[src/sv/ker_pkg.sv]
// ----------------------------------------------------------------------------
// ker_pkg
// Shared types and codes of the key event recognizer: sequencer states,
// event codes, register indexes and the per-key state record.
// ----------------------------------------------------------------------------
package ker_pkg;

   // item operation codes
   localparam logic OP_TICK = 1'b0;
   localparam logic OP_SCAN = 1'b1;

   // event codes on the result channel
   localparam logic [2:0] EV_DOWN       = 3'd0;
   localparam logic [2:0] EV_UP         = 3'd1;
   localparam logic [2:0] EV_HOLD       = 3'd2;
   localparam logic [2:0] EV_REPEAT     = 3'd3;
   localparam logic [2:0] EV_LIFT       = 3'd4;
   localparam logic [2:0] EV_CLICK_BASE = 3'd4;

   // highest press count that still has a click code (triple)
   localparam logic [3:0] LAST_CLICK_COUNT = 4'd3;
   // keys at and above this index have no level bit and no enable bits
   localparam int unsigned LEVEL_KEYS = 4;

   // configuration register indexes
   localparam int unsigned CSR_INDEX_W = 3;
   localparam int unsigned CSR_DATA_W  = 32;
   localparam logic [CSR_INDEX_W-1:0] REG_HOLD_MS       = 3'd0;
   localparam logic [CSR_INDEX_W-1:0] REG_REPEAT_MS     = 3'd1;
   localparam logic [CSR_INDEX_W-1:0] REG_SETTLE_MS     = 3'd2;
   localparam logic [CSR_INDEX_W-1:0] REG_LIFT_MS       = 3'd3;
   localparam logic [CSR_INDEX_W-1:0] REG_EVENT_ENABLE  = 3'd4;
   localparam logic [CSR_INDEX_W-1:0] REG_PRESSED_LEVEL = 3'd5;

   // register reset values
   localparam logic [15:0] HOLD_MS_RESET   = 16'd2000;
   localparam logic [15:0] REPEAT_MS_RESET = 16'd200;
   localparam logic [15:0] SETTLE_MS_RESET = 16'd300;
   localparam logic [15:0] LIFT_MS_RESET   = 16'd3000;

   // key flag bit positions
   localparam int unsigned FLAG_UP   = 0;
   localparam int unsigned FLAG_DOWN = 1;
   localparam int unsigned FLAG_HOLD = 2;
   localparam int unsigned FLAG_LIFT = 3;

   localparam logic [3:0] PRESS_COUNT_MAX = 4'hF;

   typedef struct packed {
      logic        level;        // previous pressed state, 1 = pressed
      logic [3:0]  count;        // press count, saturating
      logic [3:0]  flags;        // up, down, hold done, lift done
      logic [15:0] change_time;  // time base at the last change
   } key_rec_type;

   localparam key_rec_type KEY_REC_RESET = '{
      level: 1'b0, count: 4'd0, flags: 4'b0001, change_time: 16'd0};

   typedef struct packed {
      logic [1:0] key;
      logic [2:0] code;
   } event_type;

   typedef struct packed {
      logic rd_en;
      logic wr_en;
   } store_ctl_type;

   typedef enum logic [2:0] {
      ST_IDLE,
      ST_READ,
      ST_PASS1,
      ST_ELAPSE,
      ST_PASS2,
      ST_EMIT,
      ST_FLUSH
   } state_type;

endpackage

[src/sv/ker_req_if.sv]
// ----------------------------------------------------------------------------
// ker_req_if
// Input channel: tick and scan words with a valid/ready handshake.
// ----------------------------------------------------------------------------
interface ker_req_if;
   logic       valid;
   logic       ready;
   logic       operation;
   logic [3:0] key_levels;

   modport source (output valid, output operation, output key_levels, input ready);
   modport sink (input valid, input operation, input key_levels, output ready);
endinterface

[src/sv/ker_rsp_if.sv]
// ----------------------------------------------------------------------------
// ker_rsp_if
// Result channel: key event words with a valid/ready handshake.
// ----------------------------------------------------------------------------
interface ker_rsp_if;
   logic       valid;
   logic       ready;
   logic [1:0] key_index;
   logic [2:0] event_code;
   logic       last;

   modport source (output valid, output key_index, output event_code, output last,
                   input ready);
   modport sink (input valid, input key_index, input event_code, input last,
                 output ready);
endinterface

[src/sv/ker_key_store.sv]
// ----------------------------------------------------------------------------
// ker_key_store
// Per-key state memory, one port, registered read. An entry that was never
// written since reset reads as the reset record.
// ----------------------------------------------------------------------------
module ker_key_store #(
   parameter int KEYS = 4
) (
   input  logic                        clock,
   input  logic                        reset,
   input  ker_pkg::store_ctl_type      ctl,
   input  logic [((KEYS > 1) ? $clog2(KEYS) : 1)-1:0] addr,
   input  ker_pkg::key_rec_type        wr_rec,
   output ker_pkg::key_rec_type        rd_rec
);

   ker_pkg::key_rec_type mem_ff [KEYS];
   ker_pkg::key_rec_type rd_data_ff;
   logic [KEYS-1:0]      written_ff;
   logic                 rd_written_ff;

   always_ff @(posedge clock) begin
      if (ctl.wr_en) begin
         mem_ff[addr] <= wr_rec;
      end
      if (ctl.rd_en) begin
         rd_data_ff <= mem_ff[addr];
      end
   end

   always_ff @(posedge clock) begin
      if (reset) begin
         written_ff    <= '0;
         rd_written_ff <= 1'b0;
      end else begin
         if (ctl.wr_en) begin
            written_ff[addr] <= 1'b1;
         end
         if (ctl.rd_en) begin
            rd_written_ff <= written_ff[addr];
         end
      end
   end

   assign rd_rec = rd_written_ff ? rd_data_ff : ker_pkg::KEY_REC_RESET;

endmodule

[src/sv/key_event_recognizer.sv]
// ----------------------------------------------------------------------------
// key_event_recognizer
// Multi-click and long-press detector: tick words advance a 16-bit time
// base, scan words produce down/up, hold, repeat, lift and click events.
// ----------------------------------------------------------------------------
// A tick word is taken while the sequencer is idle. A scan word runs two
// passes over the keys through the per-key state memory: the change pass
// steps through read, update and write back, and drain for each key, and
// the timing pass through read, elapsed time multiply, decide and write
// back, and drain. The drain step sends each event of the key and waits
// while the result side stalls; a final step closes the scan. The single
// port of the key memory and its registered read set this sequence. The
// next word is taken as soon as the last event of a scan has moved into
// the output register. The memory needs no clearing pass: unwritten
// entries read as their reset state.
module key_event_recognizer #(
   parameter int KEYS       = 4,
   parameter int TICK_MS    = 10,
   parameter int MAX_CLICKS = 3
) (
   input  logic                                  clock,
   input  logic                                  reset,
   ker_req_if.sink                               req_if,
   ker_rsp_if.source                             rsp_if,
   input  logic                                  csr_wr_en,
   input  logic [ker_pkg::CSR_INDEX_W-1:0]       csr_index,
   input  logic [ker_pkg::CSR_DATA_W-1:0]        csr_wdata
);

   localparam int KW    = (KEYS > 1) ? $clog2(KEYS) : 1;
   localparam int EW    = 16 + $clog2(TICK_MS + 1);
   // hold_ms / TICK_MS as a multiply by a rounded-up reciprocal
   localparam int SHIFT = 16 + $clog2(TICK_MS);
   localparam int RECIP = ((1 << SHIFT) + TICK_MS - 1) / TICK_MS;
   localparam int PW    = 16 + SHIFT + 1;

   function automatic logic ev_on(input logic [31:0] enable, input logic key_ok,
                                  input logic [1:0] key, input logic [2:0] code);
      return key_ok && enable[{key, code}];
   endfunction

   // configuration
   logic [15:0] hold_ms_ff, repeat_ms_ff, settle_ms_ff, lift_ms_ff;
   logic [31:0] event_enable_ff;
   logic        pressed_level_ff;
   logic [15:0] hold_ticks_ff;
   logic [PW-1:0] hold_prod;

   // sequencer and datapath
   ker_pkg::state_type   state_ff, state_in;
   logic [KW-1:0]        key_ff, key_in;
   logic                 pass2_ff, pass2_in;
   logic [15:0]          time_base_ff;
   logic [3:0]           levels_ff;
   logic [EW-1:0]        elapsed_ff;
   logic [EW-1:0]        elapsed_in;
   logic [15:0]          delta;

   ker_pkg::store_ctl_type store_ctl;
   ker_pkg::key_rec_type   rd_rec, wr_rec, p1_rec, p2_rec;

   // event buffer of one key step, pending word and output register
   logic [1:0]           ev_vld_ff;
   ker_pkg::event_type   ev0_ff, ev1_ff;
   logic                 pend_vld_ff;
   ker_pkg::event_type   pend_ff;
   logic                 rsp_vld_ff;
   ker_pkg::event_type   rsp_ev_ff;
   logic                 rsp_last_ff;

   logic        accept, out_free, can_push;
   logic        load_p1, load_p2, push, flush, last_key;
   logic [1:0]  key2;
   logic        key_ok;

   logic        lvl, pressed, changed, p1_ev;
   logic [2:0]  p1_code;

   logic        ge_hold, ge_repeat, ge_settle, ge_lift;
   logic        hold_ev, repeat_ev, click_ev, lift_ev;
   logic [2:0]  click_code;
   logic        a_vld, b_vld;
   ker_pkg::event_type a_ev, b_ev;

   assign accept   = req_if.valid && req_if.ready;
   assign out_free = !rsp_vld_ff || rsp_if.ready;
   assign can_push = !pend_vld_ff || out_free;
   assign key2     = 2'(key_ff);
   assign key_ok   = 32'(key_ff) < 32'(ker_pkg::LEVEL_KEYS);
   assign last_key = key_ff == KW'(KEYS - 1);

   // ---------------------------------------------------------------- config
   always_ff @(posedge clock) begin
      if (reset) begin
         hold_ms_ff       <= ker_pkg::HOLD_MS_RESET;
         repeat_ms_ff     <= ker_pkg::REPEAT_MS_RESET;
         settle_ms_ff     <= ker_pkg::SETTLE_MS_RESET;
         lift_ms_ff       <= ker_pkg::LIFT_MS_RESET;
         event_enable_ff  <= '0;
         pressed_level_ff <= 1'b0;
      end else if (csr_wr_en) begin
         unique case (csr_index)
            ker_pkg::REG_HOLD_MS:       hold_ms_ff       <= csr_wdata[15:0];
            ker_pkg::REG_REPEAT_MS:     repeat_ms_ff     <= csr_wdata[15:0];
            ker_pkg::REG_SETTLE_MS:     settle_ms_ff     <= csr_wdata[15:0];
            ker_pkg::REG_LIFT_MS:       lift_ms_ff       <= csr_wdata[15:0];
            ker_pkg::REG_EVENT_ENABLE:  event_enable_ff  <= csr_wdata;
            ker_pkg::REG_PRESSED_LEVEL: pressed_level_ff <= csr_wdata[0];
            default: ;
         endcase
      end
   end

   // hold time in ticks, a registered copy of the hold register divided by TICK_MS
   assign hold_prod = PW'(hold_ms_ff) * PW'(RECIP);
   always_ff @(posedge clock) begin
      hold_ticks_ff <= 16'(hold_prod >> SHIFT);
   end

   // ------------------------------------------------------------ key memory
   ker_key_store #(.KEYS(KEYS)) u_store (
      .clock  (clock),
      .reset  (reset),
      .ctl    (store_ctl),
      .addr   (key_ff),
      .wr_rec (wr_rec),
      .rd_rec (rd_rec)
   );

   // ---------------------------------------------------------- change pass
   always_comb begin
      lvl     = key_ok ? levels_ff[key2] : 1'b0;
      pressed = lvl == pressed_level_ff;
      changed = pressed != rd_rec.level;
      p1_rec  = rd_rec;
      p1_code = pressed ? ker_pkg::EV_DOWN : ker_pkg::EV_UP;
      if (changed) begin
         if (pressed) begin
            if (rd_rec.count != ker_pkg::PRESS_COUNT_MAX) begin
               p1_rec.count = rd_rec.count + 4'd1;
            end
            p1_rec.flags[ker_pkg::FLAG_UP]   = 1'b0;
            p1_rec.flags[ker_pkg::FLAG_DOWN] = 1'b1;
         end else begin
            p1_rec.flags[ker_pkg::FLAG_DOWN] = 1'b0;
            p1_rec.flags[ker_pkg::FLAG_UP]   = 1'b1;
         end
         p1_rec.change_time = time_base_ff;
         p1_rec.level       = pressed;
      end
      p1_ev = changed && ev_on(event_enable_ff, key_ok, key2, p1_code);
   end

   // ---------------------------------------------------------- timing pass
   assign delta      = time_base_ff - rd_rec.change_time;
   assign elapsed_in = EW'(delta) * EW'(TICK_MS);

   always_ff @(posedge clock) begin
      elapsed_ff <= elapsed_in;
   end

   always_comb begin
      ge_hold    = elapsed_ff >= EW'(hold_ms_ff);
      ge_repeat  = elapsed_ff >= EW'({1'b0, hold_ms_ff} + {1'b0, repeat_ms_ff});
      ge_settle  = elapsed_ff >= EW'(settle_ms_ff);
      ge_lift    = elapsed_ff >= EW'(lift_ms_ff);
      hold_ev    = 1'b0;
      repeat_ev  = 1'b0;
      click_ev   = 1'b0;
      lift_ev    = 1'b0;
      click_code = ker_pkg::EV_CLICK_BASE + rd_rec.count[2:0];
      p2_rec     = rd_rec;
      if (rd_rec.count != 4'd0) begin
         if (rd_rec.flags[ker_pkg::FLAG_DOWN]) begin
            if (ev_on(event_enable_ff, key_ok, key2, ker_pkg::EV_HOLD) &&
                !rd_rec.flags[ker_pkg::FLAG_HOLD] && ge_hold) begin
               hold_ev = 1'b1;
               p2_rec.flags[ker_pkg::FLAG_HOLD] = 1'b1;
            end
            if (ev_on(event_enable_ff, key_ok, key2, ker_pkg::EV_REPEAT) &&
                ge_hold && ge_repeat) begin
               repeat_ev = 1'b1;
               // restart the repeat period from the end of the hold time
               p2_rec.change_time = time_base_ff - hold_ticks_ff;
               p2_rec.flags[ker_pkg::FLAG_HOLD] = 1'b1;
            end
         end else if (ge_settle) begin
            if (rd_rec.flags[ker_pkg::FLAG_HOLD]) begin
               p2_rec.flags[ker_pkg::FLAG_HOLD] = 1'b0;
            end else if (rd_rec.count <= 4'(MAX_CLICKS) &&
                         rd_rec.count <= ker_pkg::LAST_CLICK_COUNT) begin
               click_ev = ev_on(event_enable_ff, key_ok, key2, click_code);
            end
            p2_rec.count = 4'd0;
            p2_rec.flags[ker_pkg::FLAG_LIFT] = 1'b0;
         end
      end
      if (p2_rec.count == 4'd0 &&
          ev_on(event_enable_ff, key_ok, key2, ker_pkg::EV_LIFT) &&
          !p2_rec.flags[ker_pkg::FLAG_LIFT] && ge_lift) begin
         lift_ev = 1'b1;
         p2_rec.flags[ker_pkg::FLAG_LIFT] = 1'b1;
      end
      // hold and click exclude each other, so do repeat and lift
      a_vld     = hold_ev || click_ev;
      a_ev.key  = key2;
      a_ev.code = hold_ev ? ker_pkg::EV_HOLD : click_code;
      b_vld     = repeat_ev || lift_ev;
      b_ev.key  = key2;
      b_ev.code = repeat_ev ? ker_pkg::EV_REPEAT : ker_pkg::EV_LIFT;
   end

   // ------------------------------------------------------------- sequencer
   always_ff @(posedge clock) begin
      if (reset) begin
         state_ff <= ker_pkg::ST_IDLE;
         key_ff   <= '0;
         pass2_ff <= 1'b0;
      end else begin
         state_ff <= state_in;
         key_ff   <= key_in;
         pass2_ff <= pass2_in;
      end
   end

   always_comb begin
      state_in      = state_ff;
      key_in        = key_ff;
      pass2_in      = pass2_ff;
      store_ctl     = '0;
      wr_rec        = p1_rec;
      load_p1       = 1'b0;
      load_p2       = 1'b0;
      push          = 1'b0;
      flush         = 1'b0;
      req_if.ready  = 1'b0;
      unique case (state_ff)
         ker_pkg::ST_IDLE: begin
            req_if.ready = 1'b1;
            if (req_if.valid && req_if.operation == ker_pkg::OP_SCAN) begin
               key_in   = '0;
               pass2_in = 1'b0;
               state_in = ker_pkg::ST_READ;
            end
         end
         ker_pkg::ST_READ: begin
            store_ctl.rd_en = 1'b1;
            state_in = pass2_ff ? ker_pkg::ST_ELAPSE : ker_pkg::ST_PASS1;
         end
         ker_pkg::ST_PASS1: begin
            // the write lands before the next read of any entry
            store_ctl.wr_en = 1'b1;
            wr_rec   = p1_rec;
            load_p1  = 1'b1;
            state_in = ker_pkg::ST_EMIT;
         end
         ker_pkg::ST_ELAPSE: begin
            state_in = ker_pkg::ST_PASS2;
         end
         ker_pkg::ST_PASS2: begin
            store_ctl.wr_en = 1'b1;
            wr_rec   = p2_rec;
            load_p2  = 1'b1;
            state_in = ker_pkg::ST_EMIT;
         end
         ker_pkg::ST_EMIT: begin
            if (ev_vld_ff[0]) begin
               push = can_push;
            end else if (!last_key) begin
               key_in   = key_ff + KW'(1);
               state_in = ker_pkg::ST_READ;
            end else if (!pass2_ff) begin
               key_in   = '0;
               pass2_in = 1'b1;
               state_in = ker_pkg::ST_READ;
            end else begin
               state_in = ker_pkg::ST_FLUSH;
            end
         end
         ker_pkg::ST_FLUSH: begin
            // the held word is the final one of the scan
            if (!pend_vld_ff) begin
               state_in = ker_pkg::ST_IDLE;
            end else if (out_free) begin
               flush    = 1'b1;
               state_in = ker_pkg::ST_IDLE;
            end
         end
         default: begin
            state_in = ker_pkg::ST_IDLE;
         end
      endcase
   end

   // ------------------------------------------------------------- datapath
   always_ff @(posedge clock) begin
      if (reset) begin
         time_base_ff <= '0;
      end else if (accept && req_if.operation == ker_pkg::OP_TICK) begin
         time_base_ff <= time_base_ff + 16'd1;
      end
   end

   always_ff @(posedge clock) begin
      if (accept) begin
         levels_ff <= req_if.key_levels;
      end
   end

   always_ff @(posedge clock) begin
      if (reset) begin
         ev_vld_ff <= '0;
      end else if (load_p1) begin
         ev_vld_ff <= {1'b0, p1_ev};
      end else if (load_p2) begin
         ev_vld_ff <= {a_vld && b_vld, a_vld || b_vld};
      end else if (push) begin
         ev_vld_ff <= {1'b0, ev_vld_ff[1]};
      end
   end

   always_ff @(posedge clock) begin
      if (load_p1) begin
         ev0_ff <= '{key: key2, code: p1_code};
      end else if (load_p2) begin
         ev0_ff <= a_vld ? a_ev : b_ev;
         ev1_ff <= b_ev;
      end else if (push) begin
         ev0_ff <= ev1_ff;
      end
   end

   // one word is held back until the next one shows whether it is the last
   always_ff @(posedge clock) begin
      if (reset) begin
         pend_vld_ff <= 1'b0;
      end else if (push) begin
         pend_vld_ff <= 1'b1;
      end else if (flush) begin
         pend_vld_ff <= 1'b0;
      end
   end

   always_ff @(posedge clock) begin
      if (push) begin
         pend_ff <= ev0_ff;
      end
   end

   always_ff @(posedge clock) begin
      if (reset) begin
         rsp_vld_ff <= 1'b0;
      end else if ((push && pend_vld_ff) || flush) begin
         rsp_vld_ff <= 1'b1;
      end else if (rsp_if.ready) begin
         rsp_vld_ff <= 1'b0;
      end
   end

   always_ff @(posedge clock) begin
      if ((push && pend_vld_ff) || flush) begin
         rsp_ev_ff   <= pend_ff;
         rsp_last_ff <= flush;
      end
   end

   assign rsp_if.valid      = rsp_vld_ff;
   assign rsp_if.key_index  = rsp_ev_ff.key;
   assign rsp_if.event_code = rsp_ev_ff.code;
   assign rsp_if.last       = rsp_last_ff;

   // ------------------------------------------------------------ assertions
   a_idle_no_pending: assert property (@(posedge clock) disable iff (reset)
      state_ff == ker_pkg::ST_IDLE |-> !pend_vld_ff)
      else $error("pending event left behind at end of scan");

   a_not_last_has_follower: assert property (@(posedge clock) disable iff (reset)
      rsp_vld_ff && !rsp_last_ff |-> pend_vld_ff)
      else $error("non-final event word with no event after it");

   a_emit_drained: assert property (@(posedge clock) disable iff (reset)
      state_ff == ker_pkg::ST_EMIT && state_in != ker_pkg::ST_EMIT |-> !ev_vld_ff[0])
      else $error("key step left with events still buffered");

   a_mem_one_access: assert property (@(posedge clock) disable iff (reset)
      store_ctl.wr_en |=> !store_ctl.wr_en)
      else $error("back-to-back key memory writes");

endmodule

[src/flat_wrapper.sv]
// flat-port wrapper written by rule: the top's interface ports become plain ports
module key_event_recognizer_flat 
#(
   parameter int KEYS       = 4,
   parameter int TICK_MS    = 10,
   parameter int MAX_CLICKS = 3
)
  (clock, reset, csr_wr_en, csr_index, csr_wdata, req_if_valid, req_if_operation, req_if_key_levels, req_if_ready, rsp_if_valid, rsp_if_key_index, rsp_if_event_code, rsp_if_last, rsp_if_ready);
  ker_req_if req_if_i ();
  ker_rsp_if rsp_if_i ();
  input  logic clock;
  input  logic reset;
  input  logic csr_wr_en;
  input  logic [ker_pkg::CSR_INDEX_W-1:0] csr_index;
  input  logic [ker_pkg::CSR_DATA_W-1:0] csr_wdata;
  input wire logic [$bits(req_if_i.valid)-1:0] req_if_valid;
  input wire logic [$bits(req_if_i.operation)-1:0] req_if_operation;
  input wire logic [$bits(req_if_i.key_levels)-1:0] req_if_key_levels;
  output wire logic [$bits(req_if_i.ready)-1:0] req_if_ready;
  output wire logic [$bits(rsp_if_i.valid)-1:0] rsp_if_valid;
  output wire logic [$bits(rsp_if_i.key_index)-1:0] rsp_if_key_index;
  output wire logic [$bits(rsp_if_i.event_code)-1:0] rsp_if_event_code;
  output wire logic [$bits(rsp_if_i.last)-1:0] rsp_if_last;
  input wire logic [$bits(rsp_if_i.ready)-1:0] rsp_if_ready;
  assign req_if_i.valid = req_if_valid;
  assign req_if_i.operation = req_if_operation;
  assign req_if_i.key_levels = req_if_key_levels;
  assign req_if_ready = req_if_i.ready;
  assign rsp_if_valid = rsp_if_i.valid;
  assign rsp_if_key_index = rsp_if_i.key_index;
  assign rsp_if_event_code = rsp_if_i.event_code;
  assign rsp_if_last = rsp_if_i.last;
  assign rsp_if_i.ready = rsp_if_ready;
  key_event_recognizer #(.KEYS(KEYS), .TICK_MS(TICK_MS), .MAX_CLICKS(MAX_CLICKS)) u_core (.clock(clock), .reset(reset), .req_if(req_if_i), .rsp_if(rsp_if_i), .csr_wr_en(csr_wr_en), .csr_index(csr_index), .csr_wdata(csr_wdata));
endmodule
[config.mk]
export PLATFORM = sky130hd
export DESIGN_NAME = key_event_recognizer_flat
export DESIGN_NICKNAME = d
export VERILOG_FILES = /design/src/sv/ker_pkg.sv /design/src/sv/ker_req_if.sv /design/src/sv/ker_rsp_if.sv /design/src/sv/ker_key_store.sv /design/src/sv/key_event_recognizer.sv /design/src/flat_wrapper.sv
export SDC_FILE = /design/constraint.sdc
export NUM_CORES = 1
export LEC_CHECK = 0
export BUFFER_PORTS_ARGS = -buffer_cell sky130_fd_sc_hd__clkbuf_2
export CORE_UTILIZATION = 39
export CTS_BUF_LIST = sky130_fd_sc_hd__clkbuf_8
export DETAILED_ROUTE_END_ITERATION = 8
export PLACE_DENSITY_LB_ADDON = 0.08
export SLEW_MARGIN = 15
export SYNTH_ARGS = -nofsm -noshare
export SYNTH_HDL_FRONTEND = slang
export SYNTH_SLANG_ARGS = --single-unit
[constraint.sdc]
create_clock -name clock -period 5.9 [get_ports clock]
set_clock_uncertainty 0.05 [all_clocks]
set_input_delay 0.295 -clock clock [delete_from_list [all_inputs] [get_ports clock]]
set_output_delay 0.295 -clock clock [all_outputs]
set_load 0.05 [all_outputs]
==> results of run 1 <==
## area by class of cell
cell class              instances  area, um2  share of cell area (%)
inverters                     252        946                    4.10
clock inverters                36        218                   0.943
repair buffers                138       1010                    4.37
flip-flops and latches        304       7540                    32.6
well taps                     680        851                    3.68
clock buffers                  65        895                    3.87
multi-input cells            1407      11600                    50.4
## worst max-delay path, stage by stage (launching register included)
cell,delay [ns]
dfxtp_2,0.35
ha_4,0.29
inv_1,0.06
fa_1,0.57
inv_1,0.08
fa_2,0.48
fa_1,0.54
inv_1,0.05
fa_1,0.49
fa_1,0.55
inv_1,0.04
ha_1,0.23
a211oi_2,0.24
o2111ai_2,0.16
a21oi_2,0.18
o31ai_1,0.11
buf_4,0.16
o211ai_1,0.27
nand3_1,0.19
a31o_4,0.27
a21oi_2,0.14
xnor2_1,0.12
## worst max-delay path by stage
stage	endpoint	cells past startpoint	slack [ns]	startpoint
after global placement	u_core.hold_ticks_ff[12]	21	-0.04	u_core.hold_ms_ff[1]
after CTS	u_core.hold_ticks_ff[12]	21	0.008	u_core.hold_ms_ff[1]
final	u_core.hold_ticks_ff[12]	21	0.23	u_core.hold_ms_ff[1]
after detailed placement	u_core.hold_ticks_ff[12]	21	-0.14	u_core.hold_ms_ff[1]
after global routing	u_core.hold_ticks_ff[12]	21	-0.06	u_core.hold_ms_ff[1]
after floorplan	u_core.hold_ticks_ff[12]	20	0.54	u_core.hold_ms_ff[2]
## placed cells by master (no fill, tap or decap), drive strengths merged, types with 20 or more instances in the layout
| master | n |
|---|---|
| inv | 272 |
| nand2 | 271 |
| ha | 270 |
| dfxtp | 160 |
| a21oi | 150 |
| edfxtp | 144 |
| clkbuf | 116 |
| nor2 | 105 |
| fa | 85 |
| o21ai | 56 |
| buf | 47 |
| xnor2 | 45 |
| dlygate4sd3 | 40 |
| nand3 | 36 |
| mux4 | 31 |
| nor3 | 29 |
| xor2 | 27 |
| nor2b | 27 |
| and3 | 20 |
## cells by family (layout without fill, tap and decap cells)
group	Yosys count	count (layout)	synth area share, %
flops	304	304	37.2
compound gates	368	368	11.7
buf+inv	307	491	5.79
xor+xnor	72	72	3.12
simple gates	558	558	12.4
fa+ha+maj	355	355	25.1
mux	54	54	4.62
## what timing repair did
item / 4_1_cts / 5_1_grt
buffers inserted: 1 / 1
hold buffers: 40 / 0
gates resized for setup: 3 / 19
gates cloned: 0 / 0
endpoints found under the hold margin: 90 / 0
pin swaps: 3 / 11
setup endpoints to repair: 1 / 11
## metal layers
metal | part of all wire [%] | track usage (%)
met5 | 0 | 0
met4 | 2.5 | 6.46
met3 | 3.3 | 2.81
met2 | 47 | 35.0
met1 | 47 | 29.0
## sequential cells by signal, indices dropped and copies added (netlist names), 5 cells and up
signal and flops:
u_core.settle_ms_ff 16, u_core.u_store.mem_ff 96, u_core.repeat_ms_ff 16, u_core.hold_ms_ff 16
u_core.event_enable_ff 32, u_core.hold_ticks_ff 13, u_core.pend_ff 5, u_core.u_store.rd_data_ff 24
u_core.elapsed_ff 19, u_core.ev0_ff 5, u_core.time_base_ff 16, u_core.lift_ms_ff 16
## report_power, final
part	internal, W	switching (W)	leakage, nW
logic	0.000926	0.00120	6.94
registers	0.00237	0.000117	2.60
clock network	0.00109	0.000918	0.652
total	0.00439	0.00223	10.2
## per-stage QoR
stage / setup TNS [ns] / cells / hold WS, ns / area, um2
2_1_floorplan: 0 / 2018 / 0.344 / 20200
3_3_place_gp: -0.0360 / 2739 / 0.357 / 21500
3_5_place_dp: -0.169 / 2739 / 0.360 / 21500
4_1_cts: 0 / 2881 / 0.0305 / 23000
5_1_grt: -0.0610 / 2882 / 0.0651 / 23100
6_report: 0 / 2882 / 0.0806 / 23100
==> flow_metrics.tcl, run 1 <==
set metrics [dict create \
    tightest_slew_ns 0.971 \
    synthArstFlopShare_pct 0 \
    slew_viol_final 0 \
    fin_util_pct 45.0 \
    synth.cell_area_um2 20200 \
    die_h_um 230 \
    hold_class "in2reg" \
    status "complete, no violations" \
    final-setup-viol-count 0 \
    nFillCells 4962 \
    rows 83 \
    peakVddDrop_uv 158 \
    fmax_mhz 176 \
    yosysMostFrequentCell "ha_1" \
    wl_um 54600 \
    drt-vias-per-instance 5.14 \
    post-route-period-util_pct 96.1 \
    clock_sinks 304 \
    netlist_top_cells_area "edfxtp_1 (21%), ha_1 (17%), dfxtp_1 (16%)" \
    cts_buffers 54 \
    worstPathRequired_ns 6.44 \
    hold_viol_final 0 \
    relSlewSlack_pct 35.3 \
    holdPathStages 4 \
    layout-drive-gt1-share_pct 11.9 \
    synth_top_flop_cell "dfxtp_1" \
    final_nets 2557 \
    dieArea_um2 52800 \
    synth_edf_count 144 \
    end_kind "register" \
    start_kind "register" \
    reg2regPathDepth 21 \
    wl_per_cell_um 19.0 \
    core_area_um2 51300 \
    clock_latency_ns 0.65 \
    drt.antenna.violating_nets 0 \
    synth_seq_area_share_pct 37.2 \
    synth_area_leader_cell "edfxtp_1" \
    min_from "csr_index[0]" \
    diodes 0 \
    gr-total-overflow 0 \
    crit_type "reg2reg" \
    fin_crit_ns 5.67 \
    cap_violations 0 \
    drt_iter0_drc 703 \
    yosysUniqueCellTypes 75 \
    dpl.hpwl_um 41700 \
    yosys-top-cells-count "ha_1 (270), nand2_1 (269), inv_1 (250)" \
    syn_nets 2418 \
    h-tree-depth 2 \
    track_usage_pct 21.3 \
    setup_ws_ns 0.232 \
    syn2layout_area_growth_pct 14.2 \
    portBuffers 52 \
    cts_max_path_buffers 3 \
    power_density_nw_per_um2 287 \
    avgSynthCellArea_um2 10.0 \
    r2r_end "u_core.hold_ticks_ff[12]" \
    clk_pin_slew_worst_paths_ns 0.07 \
    initial_core_util_pct 39.4 \
    reg2reg_from "u_core.hold_ms_ff[1]" \
    p_leak_nw 10.2 \
    regToRegSetupSlack_ns 0.23 \
    yosys_warnings 0 \
    io_pins 53 \
    via_count 14800 \
    whs_endpoint "u_core.pressed_level_ff" \
    pre_cts_slack_ns -0.144 \
    grt_pass1_vias 15100 \
    dr.pass1.iters 4 \
    ys_ff_latch 304 \
    place_congestion 0.855 \
    die_w_um 230 \
    power_w 0.00662 \
    arrival_ns 6.21 \
    syn_inst 2018 \
    clock-root-buffer "clkbuf_8" \
    antenna_found_initial 1 \
    cp_max_fo 4 \
    netlist.area_leader.share_pct 21.4 \
    grt_max_degree 84 \
    cts_tree "done" \
    drc 0 \
    grt_pass1_wl_um 86500 \
]
Power figures use the tool's default switching activity.
==> run 2: changes to the inputs <==
--- a/config.mk
+++ b/config.mk
@@ -7,4 +7,5 @@
 export LEC_CHECK = 0
 export BUFFER_PORTS_ARGS = -buffer_cell sky130_fd_sc_hd__clkbuf_2
+export CORE_MARGIN = 2
 export CORE_UTILIZATION = 39
 export CTS_BUF_LIST = sky130_fd_sc_hd__clkbuf_8
==> constraint.sdc (replaced) <==
create_clock -name clock -period 5.9 [get_ports clock]
set_clock_uncertainty 0.05 [all_clocks]
set_input_delay 0 -clock clock [delete_from_list [all_inputs] [get_ports clock]]
set_output_delay 0 -clock clock [all_outputs]
set_load 0.05 [all_outputs]
==> run 2 against run 1 <==
Effect of this change: clock power decreased by 2%; sequential cell count unchanged; via count is 0.59% higher; register-to-register slack better by 0.04 ns; combinational power up 2%; cell area grew 1.3%; first-iteration DRC count up 4.1%; final cell count grew 0.94%.
==> flow_metrics.tcl, run 2 (same netlist as run 1, synthesis figures left out) <==
set metrics [dict create \
    status "complete, no violations" \
    slew_viol_final 0 \
    wl_per_cell_um 18.7 \
    hold_viol_final 0 \
    power_w 0.00662 \
    min_from "csr_wdata[27]" \
    grt_pass1_wl_um 86400 \
    drt-vias-per-instance 5.12 \
    arrival_ns 6.13 \
    dieArea_um2 53700 \
    final-setup-viol-count 0 \
    post-route-period-util_pct 95.3 \
    layout_common_cells "nand2_1 (269), inv_1 (268), ha_1 (264)" \
    drc 0 \
    fin_area_um2 23400 \
    via_count 14900 \
    core_area_um2 51300 \
    rsz0062_at_grt "yes" \
    holdWs_ns 0.0855 \
    place_area_um2 21500 \
    cts_tree "done" \
    holdPathStages 4 \
    io_pins 53 \
    tightest_slew_ns 0.963 \
    worstPathRequired_ns 6.40 \
    cap_violations 0 \
    start_kind "register" \
    clk_pin_slew_worst_paths_ns 0.07 \
    largestRegisters "u_core.u_store.mem_ff x96, u_core.event_enable_ff x32, u_core.u_store.rd_data_ff x24" \
    cts_max_path_buffers 3 \
    dpl.hpwl_um 41600 \
    cp_max_fo 4 \
    power_density_nw_per_um2 283 \
    p_leak_nw 10.3 \
    final_nets 2586 \
    grt_pass1_vias 15300 \
    die_w_um 232 \
    dr.pass1.iters 5 \
    r2r_end "u_core.hold_ticks_ff[12]" \
    wl_um 54300 \
    diodes 0 \
    track_usage_pct 20.8 \
    top_register "u_core.u_store.mem_ff" \
    initial_core_util_pct 39.4 \
    end_kind "register" \
    clock-root-buffer "clkbuf_8" \
    peakVddDrop_uv 180 \
    regToRegSetupSlack_ns 0.27 \
    syn2layout_area_growth_pct 15.7 \
    antenna_found_initial 0 \
    cts_buffers 55 \
    drt_iter0_drc 732 \
    hold_class "in2reg" \
    h-tree-depth 2 \
    drt.antenna.violating_nets 0 \
    crit_type "reg2reg" \
    relSlewSlack_pct 35.8 \
    whs_endpoint "u_core.event_enable_ff[27]" \
    mostFrequentLayoutCell "nand2_1" \
    reg2regPathDepth 21 \
    grt_max_degree 90 \
    clock_latency_ns 0.67 \
    rows 83 \
    layout-drive-gt1-share_pct 11.7 \
    die_h_um 232 \
    place_congestion 0.880 \
    portBuffers 52 \
    largest_reg_flops 96 \
    reg2reg_from "u_core.hold_ms_ff[1]" \
    gr-total-overflow 0 \
    clock_sinks 304 \
    fmax_mhz 178 \
    fin_crit_ns 5.63 \
]
## run 2: cell types whose count changed in the layout (fill, tap and decap cells not counted), sizes merged
cell and delta:
inv +1, clkinv -5, clkinvlp +1, dlygate4sd3 +26, clkbuf +4, buf +2
bufinv -2
## run 2: cell type report
type,instances,area (um2)
multi-input cells,1407,11700
well taps,680,851
repair buffers,166,1280
clock buffers,69,950
inverters,252,946
clock inverters,31,149
flip-flops and latches,304,7530
fillers,4955,27900
## run 2: critical path, cell delays in order (launching register included)
cell	delay, ns
dfxtp_2	0.36
ha_4	0.29
inv_1	0.05
fa_1	0.54
inv_1	0.06
fa_1	0.47
fa_1	0.54
inv_1	0.07
fa_1	0.44
fa_1	0.52
inv_1	0.07
ha_4	0.26
a211oi_2	0.24
o2111ai_2	0.15
a21oi_2	0.22
o31ai_2	0.10
buf_4	0.16
o211ai_1	0.26
nand3_1	0.18
a31o_4	0.27
a21oi_2	0.14
xnor2_1	0.12
## run 2: layer usage
layer / global-route usage, % / vias up / part of all wire (%)
met1: 28.6 / 7232 / 48
met3: 2.55 / 59 / 3.0
met5: 0 / - / 0
met2: 34.7 / 227 / 47
met4: 5.13 / 0 / 1.8
li1: - / 7371 / -
## run 2: metrics by stage
stage,TNS (ns),util [%],std cells,worst slack [ns]
global placement,-0.00897,41.9,2740,-0.00897
CTS,0,45.3,2907,0.0200
floorplan,0,-,2018,0.535
finish,0,45.6,2909,0.275
detailed placement,-0.0808,41.9,2740,-0.0808
global route,-0.00223,45.6,2909,-0.00223
## run 2: power breakdown
group	total, W	switching (W)	internal [W]
combinational	0.00216	0.00122	0.000943
sequential	0.00249	0.000118	0.00237
clock	0.00197	0.000912	0.00105
## run 2: timing repair
item                                   CTS  global route
setup endpoints to repair                1            63
hold buffers                            66             0
endpoints found under the hold margin  137             0
setup buffers                            1             2
resized for setup                        2            22
pin swaps                                3            17
## run 2: worst max-delay path by stage
stage,start,endpoint,depth (start not counted),slack [ns]
floorplan,u_core.hold_ms_ff[2],u_core.hold_ticks_ff[12],20,0.54
global placement,u_core.hold_ms_ff[6],u_core.hold_ticks_ff[12],21,-0.009
detailed placement,u_core.hold_ms_ff[6],u_core.hold_ticks_ff[12],21,-0.08
CTS,u_core.hold_ms_ff[6],u_core.hold_ticks_ff[12],21,0.02
global route,u_core.hold_ms_ff[12],u_core.hold_ticks_ff[12],21,-0.002
finish,u_core.hold_ms_ff[1],u_core.hold_ticks_ff[12],21,0.27
